### src/design/dnsmp_pkg.sv
package dnsmp_pkg;

    localparam int unsigned HeaderBytes      = 12;
    localparam int unsigned HeaderWordBytes  = 8;
    localparam int unsigned QtcBytes         = 4;
    localparam int unsigned AnswerFixedBytes = 12;
    localparam int unsigned TtlFirstByte     = 6;
    localparam int unsigned RdlenFirstByte   = 10;

    localparam logic [15:0] TypeAaaa         = 16'd28;
    localparam logic [6:0]  MaxLabelsReset   = 7'd127;

    typedef enum logic [1:0] {
        ST_OK     = 2'd0,
        ST_EARLY  = 2'd1,
        ST_LABELS = 2'd2
    } t_status;

endpackage

### src/design/dns_message_parser_top.sv
// DNS message parser for a TCP-framed byte stream.
// The input channel (i_in_valid / o_in_ready / i_data_byte) takes one byte
// per item: a two-byte big-endian length, then that many message bytes.
// The parser pulls the header words, counts question name labels up to
// the max_labels register, takes qtype/qclass and the first answer's TTL
// and rdlength, and skips the rdata. Bytes after that are ignored.
// One result item leaves on o_out_valid / i_out_ready when the framed
// length is used up, or right after the low length byte if it is zero.
// Throughput is one byte per cycle while o_in_ready is high; each byte only
// advances counters and shifts one field register. The result is shown from
// the result register in the cycle after a message's last byte is accepted.
// If the receiver stalls, the parser keeps taking bytes; only a byte that
// would finish a message waits while the result register is still full.
// Synchronous active-low reset returns the parser to waiting for a length
// prefix, empties the result register and sets max_labels to 127.
// i_cfg_wr_en writes max_labels from i_cfg_wr_data in the same cycle.
module dns_message_parser_top
    import dnsmp_pkg::*;
(
    input  logic        i_clk,
    input  logic        i_rst_n,
    input  logic        i_cfg_wr_en,
    input  logic [6:0]  i_cfg_wr_data,
    input  logic        i_in_valid,
    output logic        o_in_ready,
    input  logic [7:0]  i_data_byte,
    output logic        o_out_valid,
    input  logic        i_out_ready,
    output logic [15:0] o_message_id,
    output logic [15:0] o_header_flags,
    output logic [15:0] o_question_count,
    output logic [15:0] o_answer_count,
    output logic [6:0]  o_label_total,
    output logic [15:0] o_query_type,
    output logic [15:0] o_query_class,
    output logic        o_is_aaaa,
    output logic [31:0] o_answer_ttl,
    output logic [15:0] o_answer_data_length,
    output logic [15:0] o_framed_length,
    output logic [1:0]  o_parse_status
);

    typedef enum logic [3:0] {
        PH_LEN_HI    = 4'd0,
        PH_LEN_LO    = 4'd1,
        PH_HEADER    = 4'd2,
        PH_NAME_LEN  = 4'd3,
        PH_NAME_DATA = 4'd4,
        PH_QTC       = 4'd5,
        PH_ANSWER    = 4'd6,
        PH_SKIP      = 4'd7,
        PH_DONE      = 4'd8
    } t_phase;

    t_phase      r_phase, n_phase, step_phase;
    logic [6:0]  r_max_labels;
    logic [15:0] r_msg_len, n_msg_len;
    logic [15:0] r_bytes_left, n_bytes_left;
    logic [3:0]  r_fpos, n_fpos;
    logic [7:0]  r_lbl_left, n_lbl_left;
    logic [6:0]  r_lbl_cnt, n_lbl_cnt;
    logic [15:0] r_id, n_id, r_flags, n_flags, r_qdcount, n_qdcount, r_ancount, n_ancount;
    logic [15:0] r_qtype, n_qtype, r_qclass, n_qclass;
    logic [31:0] r_ttl, n_ttl;
    logic [15:0] r_rdlen, n_rdlen;
    logic [15:0] r_skip, n_skip;
    logic        r_too_many, n_too_many;
    logic        emit;
    t_status     n_status;
    logic        in_acc;

    logic        r_out_valid;
    logic [15:0] r_o_id, r_o_flags, r_o_qdcount, r_o_ancount, r_o_qtype, r_o_qclass;
    logic [6:0]  r_o_lbl;
    logic        r_o_aaaa;
    logic [31:0] r_o_ttl;
    logic [15:0] r_o_rdlen, r_o_len;
    t_status     r_o_status;

    // Next state for one accepted byte.
    always_comb begin
        n_msg_len    = r_msg_len;
        n_bytes_left = r_bytes_left;
        n_fpos       = r_fpos;
        n_lbl_left   = r_lbl_left;
        n_lbl_cnt    = r_lbl_cnt;
        n_id         = r_id;
        n_flags      = r_flags;
        n_qdcount    = r_qdcount;
        n_ancount    = r_ancount;
        n_qtype      = r_qtype;
        n_qclass     = r_qclass;
        n_ttl        = r_ttl;
        n_rdlen      = r_rdlen;
        n_skip       = r_skip;
        n_too_many   = r_too_many;
        step_phase   = r_phase;
        emit         = 1'b0;

        unique case (r_phase)
            PH_LEN_HI: begin
                n_msg_len  = {i_data_byte, 8'h00};
                step_phase = PH_LEN_LO;
            end
            PH_LEN_LO: begin
                n_msg_len    = {r_msg_len[15:8], i_data_byte};
                n_bytes_left = n_msg_len;
                n_fpos       = '0;
                n_lbl_left   = '0;
                n_lbl_cnt    = '0;
                n_id         = '0;
                n_flags      = '0;
                n_qdcount    = '0;
                n_ancount    = '0;
                n_qtype      = '0;
                n_qclass     = '0;
                n_ttl        = '0;
                n_rdlen      = '0;
                n_skip       = '0;
                n_too_many   = 1'b0;
                step_phase   = PH_HEADER;
            end
            PH_HEADER: begin
                if (r_fpos < 4'(HeaderWordBytes)) begin
                    unique case (r_fpos[2:1])
                        2'd0: n_id      = {r_id[7:0], i_data_byte};
                        2'd1: n_flags   = {r_flags[7:0], i_data_byte};
                        2'd2: n_qdcount = {r_qdcount[7:0], i_data_byte};
                        2'd3: n_ancount = {r_ancount[7:0], i_data_byte};
                        default: ;
                    endcase
                end
                n_fpos = r_fpos + 4'd1;
                if (n_fpos == 4'(HeaderBytes)) begin
                    n_fpos     = '0;
                    step_phase = PH_NAME_LEN;
                end
            end
            PH_NAME_LEN: begin
                priority if (i_data_byte == 8'd0) begin
                    n_fpos     = '0;
                    step_phase = PH_QTC;
                end else if (r_lbl_cnt >= r_max_labels) begin
                    n_too_many = 1'b1;
                    step_phase = PH_DONE;
                end else begin
                    n_lbl_cnt  = r_lbl_cnt + 7'd1;
                    n_lbl_left = i_data_byte;
                    step_phase = PH_NAME_DATA;
                end
            end
            PH_NAME_DATA: begin
                n_lbl_left = r_lbl_left - 8'd1;
                if (n_lbl_left == 8'd0) begin
                    step_phase = PH_NAME_LEN;
                end
            end
            PH_QTC: begin
                if (r_fpos[1]) begin
                    n_qclass = {r_qclass[7:0], i_data_byte};
                end else begin
                    n_qtype = {r_qtype[7:0], i_data_byte};
                end
                n_fpos = r_fpos + 4'd1;
                if (n_fpos == 4'(QtcBytes)) begin
                    n_fpos     = '0;
                    step_phase = (r_ancount != 16'd0) ? PH_ANSWER : PH_DONE;
                end
            end
            PH_ANSWER: begin
                priority if (r_fpos >= 4'(RdlenFirstByte)) begin
                    n_rdlen = {r_rdlen[7:0], i_data_byte};
                end else if (r_fpos >= 4'(TtlFirstByte)) begin
                    n_ttl = {r_ttl[23:0], i_data_byte};
                end
                n_fpos = r_fpos + 4'd1;
                if (n_fpos == 4'(AnswerFixedBytes)) begin
                    n_fpos = '0;
                    if (n_rdlen == 16'd0) begin
                        step_phase = PH_DONE;
                    end else begin
                        n_skip     = n_rdlen;
                        step_phase = PH_SKIP;
                    end
                end
            end
            PH_SKIP: begin
                n_skip = r_skip - 16'd1;
                if (n_skip == 16'd0) begin
                    step_phase = PH_DONE;
                end
            end
            default: ;
        endcase

        // The label overflow wins; otherwise the message is complete only
        // if parsing reached its end by the time the framed length ran out.
        if (n_too_many) begin
            n_status = ST_LABELS;
        end else if (step_phase == PH_DONE) begin
            n_status = ST_OK;
        end else begin
            n_status = ST_EARLY;
        end

        n_phase = step_phase;
        if (r_phase == PH_LEN_LO) begin
            if (n_msg_len == 16'd0) begin
                emit    = 1'b1;
                n_phase = PH_LEN_HI;
            end
        end else if (r_phase != PH_LEN_HI) begin
            n_bytes_left = r_bytes_left - 16'd1;
            if (r_bytes_left == 16'd1) begin
                emit    = 1'b1;
                n_phase = PH_LEN_HI;
            end
        end
    end

    assign o_in_ready = !(emit && r_out_valid && !i_out_ready);
    assign in_acc     = i_in_valid && o_in_ready;

    always_ff @(posedge i_clk) begin
        if (!i_rst_n) begin
            r_phase      <= PH_LEN_HI;
            r_max_labels <= MaxLabelsReset;
            r_out_valid  <= 1'b0;
        end else begin
            if (i_cfg_wr_en) begin
                r_max_labels <= i_cfg_wr_data;
            end
            if (in_acc) begin
                r_phase <= n_phase;
            end
            if (in_acc && emit) begin
                r_out_valid <= 1'b1;
            end else if (i_out_ready) begin
                r_out_valid <= 1'b0;
            end
        end

        if (in_acc) begin
            r_msg_len    <= n_msg_len;
            r_bytes_left <= n_bytes_left;
            r_fpos       <= n_fpos;
            r_lbl_left   <= n_lbl_left;
            r_lbl_cnt    <= n_lbl_cnt;
            r_id         <= n_id;
            r_flags      <= n_flags;
            r_qdcount    <= n_qdcount;
            r_ancount    <= n_ancount;
            r_qtype      <= n_qtype;
            r_qclass     <= n_qclass;
            r_ttl        <= n_ttl;
            r_rdlen      <= n_rdlen;
            r_skip       <= n_skip;
            r_too_many   <= n_too_many;
        end

        if (in_acc && emit) begin
            r_o_id      <= n_id;
            r_o_flags   <= n_flags;
            r_o_qdcount <= n_qdcount;
            r_o_ancount <= n_ancount;
            r_o_lbl     <= n_lbl_cnt;
            r_o_qtype   <= n_qtype;
            r_o_qclass  <= n_qclass;
            r_o_aaaa    <= (n_qtype == TypeAaaa);
            r_o_ttl     <= n_ttl;
            r_o_rdlen   <= n_rdlen;
            r_o_len     <= n_msg_len;
            r_o_status  <= n_status;
        end
    end

    assign o_out_valid          = r_out_valid;
    assign o_message_id         = r_o_id;
    assign o_header_flags       = r_o_flags;
    assign o_question_count     = r_o_qdcount;
    assign o_answer_count       = r_o_ancount;
    assign o_label_total        = r_o_lbl;
    assign o_query_type         = r_o_qtype;
    assign o_query_class        = r_o_qclass;
    assign o_is_aaaa            = r_o_aaaa;
    assign o_answer_ttl         = r_o_ttl;
    assign o_answer_data_length = r_o_rdlen;
    assign o_framed_length      = r_o_len;
    assign o_parse_status       = r_o_status;

endmodule

### config.mk
export PLATFORM = sky130hd
export DESIGN_NAME = dns_message_parser_top
export DESIGN_NICKNAME = d
export VERILOG_FILES = /design/src/design/dnsmp_pkg.sv /design/src/design/dns_message_parser_top.sv
export SDC_FILE = /design/constraint.sdc
export NUM_CORES = 1
export LEC_CHECK = 0
export ABC_AREA = 1
export BUFFER_PORTS_ARGS = -buffer_cell sky130_fd_sc_hd__buf_2
export CELL_PAD_IN_SITES_DETAIL_PLACEMENT = 1
export CELL_PAD_IN_SITES_GLOBAL_PLACEMENT = 1
export CORE_ASPECT_RATIO = 0.9
export CORE_MARGIN = 2
export CORE_UTILIZATION = 45
export DETAILED_ROUTE_END_ITERATION = 8
export GPL_TIMING_DRIVEN = 0
export HOLD_SLACK_MARGIN = 0.06
export PLACE_DENSITY_LB_ADDON = 0.15
export SYNTH_ARGS = -nofsm -noshare
export SYNTH_HDL_FRONTEND = slang
export SYNTH_SLANG_ARGS = --single-unit
### constraint.sdc
create_clock -name i_clk -period 9.6 [get_ports i_clk]
set_input_delay 0.48 -clock i_clk [delete_from_list [all_inputs] [get_ports i_clk]]
set_output_delay 0.48 -clock i_clk [all_outputs]
set_load 0.05 [all_outputs]
==> Flow_metrics.wiki <==
{| class="wikitable"
! Metric !! Value
|-
| Post-synth net total || ~1500
|-
| Async set-or-reset flop fraction in the synthesized netlist || 0%
|-
| Area taken by flip-flops and latches || around 0.012 mm^2
|-
| Critical path required time || slightly below 10 ns
|-
| Total Routed Length || approximately 45000 um
|-
| Height of the die || about 190 um
|-
| Crit share post-route || between 40% and 50%
|-
| Drt first pass iters || 5
|-
| Bufs on Longest Clock Path || 3
|-
| Clock period minus worst slack || 4.17 ns
|-
| Power, Total || 3.91 mW
|-
| Ratio of cells with drive above 1 in the final layout || roughly 17%
|-
| Dominant synthesized flop cell || edfxtp_1
|-
| Vias per inst || 5.34
|-
| Synthesized flop and latch total || ~390
|-
| Post-CTS sizing || 0
|-
| Post-detailed-placement cell area || ~0.018 mm^2
|-
| Port Buffers || 191
|-
| Routed met1 length || between 20000 and 25000 um
|-
| Number of slew-limit violations in the final report || 0
|-
| Final setup violation count || 0
|-
| DIE AREA || approximately 0.039 mm^2
|-
| Yosys synthesis warning count || 0
|-
| Quantity of hold-fixing buffers added after cts || 0
|-
| Post-synthesis instance area || ~0.017 mm^2
|-
| Crit path launch || i_data_byte[3]
|-
| Antenna violations before repair || 0
|-
| Final layout net count || between 1500 and 2000
|-
| Number of remaining DRC errors || 0
|-
| Routability congestion estimate from global placement || 0.809
|-
| Area taken by multi-input logic gates || just over 0.004 mm^2
|-
| Fraction of the core area covered by cells at the end of the flow || a little over half
|-
| Pleak || ~7.8 nW
|-
| Cells after synthesis || around 1500
|-
| Minimum hold slack || around 0.15 ns
|-
| Highest routing layer actually used || met4
|-
| Post-detailed-route count of antenna-violating nets || 0
|-
| Clock root buffer master || clkbuf_16
|-
| Clock Sink Count || slightly below 400
|-
| Max Cap Violations || 0
|-
| Worst Clk Skew || about 0.027 ns
|-
| Vias in the first global route || around 12000
|-
| Sequential cell area fraction in the yosys report || between 70% and 80%
|-
| Distinct cells, synth || 43
|-
| Total core area || 0.0364 mm^2
|-
| Number of antenna cells inserted || 0
|-
| X dimension of the die || slightly above 200 um
|-
| Global-route usage over all layers || 23.3%
|-
| Crit start category || input port
|-
| Half-perimeter wire length of the detailed placement result || 31300 um
|-
| Setup repair after global routing missed its margin || no
|-
| H-tree depth || 2
|-
| Average footprint of a synthesized cell || between 10 and 15 um^2
|-
| HP Start || i_cfg_wr_data[6]
|-
| Clk_lat worst skew || roughly 0.56 ns
|-
| Post-synth EDFFs || between 300 and 400
|-
| Number of filler instances in the final layout || between 3000 and 4000
|-
| Endpoint arrival time on the critical path || between 4 and 5 ns
|-
| Highest clock frequency the design can meet || 240 MHz
|-
| Pwr dens || about 200 mW/mm^2
|-
| Type of the tightest min-delay check || input port to flip-flop
|-
| Type of the worst setup path || input port to flip-flop
|-
| Clock tree from TritonCTS || yes
|-
| Total CTS buffers || between 40 and 50
|-
| Count of boundary I/O pins || ~190
|-
| Number of vias after detailed routing || approximately 12000
|-
| GRT overflow || 0
|-
| Register clock-pin slew on the reported worst setup and hold paths || about 0.06 ns
|-
| Starting Density || between 40 and 50%
|-
| Met2 Routed Length || 21600 um
|-
| Area growth, synth to finish || 17.4%
|-
| Count of final hold-check violations || 0
|-
| CP Capture Type || flip-flop
|-
| Tightest Pin Transition || 1.03 ns
|-
| First-pass GRT wire length || approximately 70000 um
|-
| Worst IR drop on VDD || roughly 0.00015 V
|-
| Run status || finished, final reports clean
|-
| Design Area, Final || about 0.020 mm^2
|-
| Met3 Routed Length || approximately 2400 um
|-
| Drt wl/cell || 20.5 um
|-
| Worst-path maximum fanout || 106
|-
| Pin count of the biggest net entering global routing || about 110
|-
| Worst relative slew slack || a little under a third
|-
| Worst R2R Start || r_phase[0]$_SDFFE_PN0P_
|-
| Row count || 66
|-
| Buffer count from post-CTS setup fixing || 0
|-
| Number of DRC violations after detailed-routing iteration 0 || between 700 and 800
|-
| Total Neg Setup Slack || 0 ns
|}
[logic make-up after synthesis]
kind of cell	Yosys count	share of synthesized area, %
adders and majority gates	16	1.20
AOI/OAI and AO/OA	269	9.03
xor gates and xnor gates	22	1.15
buffers and inverters	220	5.20
and+or+nand+nor	539	13.4
DFF	394	70.0
[layer usage]
metal  vias up  global-route usage (%)
li1       5582                       -
met1      5828                    31.6
met2       294                    38.6
met3        71                    4.26
met4         0                    6.37
met5         -                       0
[critical path: stages]
cell and delay (ns):
buf_2 0.19, clkinv_1 0.59, o21ai_1 0.66, nor2_1 0.10, nand2_1 0.09, nor2_1 0.07
nand3_1 0.10, nand2_1 0.09, nand2_2 0.09, nand2_4 0.12, inv_8 0.48, nand2_1 0.27
inv_8 0.40, buf_16 0.46
[final cells by class]
| cell class | instances | share of cell area, % |
|---|---|---|
| Multi-Input combinational cell | 846 | 21.1 |
| Sequential cell | 394 | 59.7 |
| Clock buffer | 53 | 5.46 |
| Buffer | 42 | 1.01 |
| Clock inverter | 21 | 0.994 |
| Inverter | 178 | 3.49 |
| Tap cell | 476 | 3.03 |
| Timing Repair Buffer | 195 | 5.21 |
[per-stage QoR]
step,setup WS [ns],std cells
after CTS,5.42,2204
after global routing,5.15,2205
final,5.43,2205
after global placement,0.522,2127
after detailed placement,4.82,2130
after floorplan,3.41,1460
[worst paths after layout]
kind / to / slack, ns / cells past startpoint
max: o_answer_count[14]$_DFFE_PP_ / 5.43 / 14
min: r_max_labels[6]$_SDFFE_PN1P_ / 0.15 / 3
max reg2reg: o_answer_count[14]$_DFFE_PP_ / 5.47 / 15
min reg2reg: r_max_labels[0]$_SDFFE_PN1P_ / 0.48 / 2
[synth_stat cells, types with 3 or more instances]
cell type	number	area (um^2)
xnor2_1	9	78.8
a21oi_1	30	150
dfxtp_1	12	240
nor3_1	13	65.1
inv_2	9	33.8
clkbuf_1	25	93.8
xor2_1	13	114
ha_1	16	200
nor4_1	6	37.5
o211ai_1	4	30.0
nand4_1	11	68.8
buf_6	3	33.8
o21ai_1	14	70.1
o21ai_0	137	686
inv_1	164	616
nand2_4	3	33.8
nand3b_1	3	22.5
nand2_1	339	1270
nor2_1	102	383
o22ai_1	61	382
nand3_1	45	225
o21ai_2	7	61.3
nor2_2	4	25.0
a22o_1	9	78.8
nand2_2	4	25.0
edfxtp_1	382	11500
clkinv_1	4	15.0
buf_2	12	60.1
[cell usage in the layout (no fill, tap or decap), types with 4 or more instances in the layout]
master and n:
dfxtp_1 12, xnor2_1 9, ha_1 16, nand2_1 339, o22ai_1 61, nor2_2 4
clkbuf_1 37, nand2_2 4, inv_2 7, nor4_1 6, xor2_1 13, edfxtp_1 382
clkinv_1 15, a22o_1 9, nor3_1 13, nand4_1 11, o21ai_2 7, a21oi_1 30
buf_2 204, clkinv_2 4, nand3_1 45, clkbuf_16 41, inv_1 164, o21ai_1 14
o21ai_0 137, nor2_1 102, o211ai_1 4
[where the power goes]
part / total [mW] / switching [mW] / internal [mW] / leakage [nW]
Combinational: 0.337 / 0.243 / 0.0945 / 3.44
Clock: 1.52 / 0.666 / 0.850 / 0.609
Sequential: 2.06 / 0.0442 / 2.01 / 3.76
Note: power is estimated with default switching activity, not from simulation.
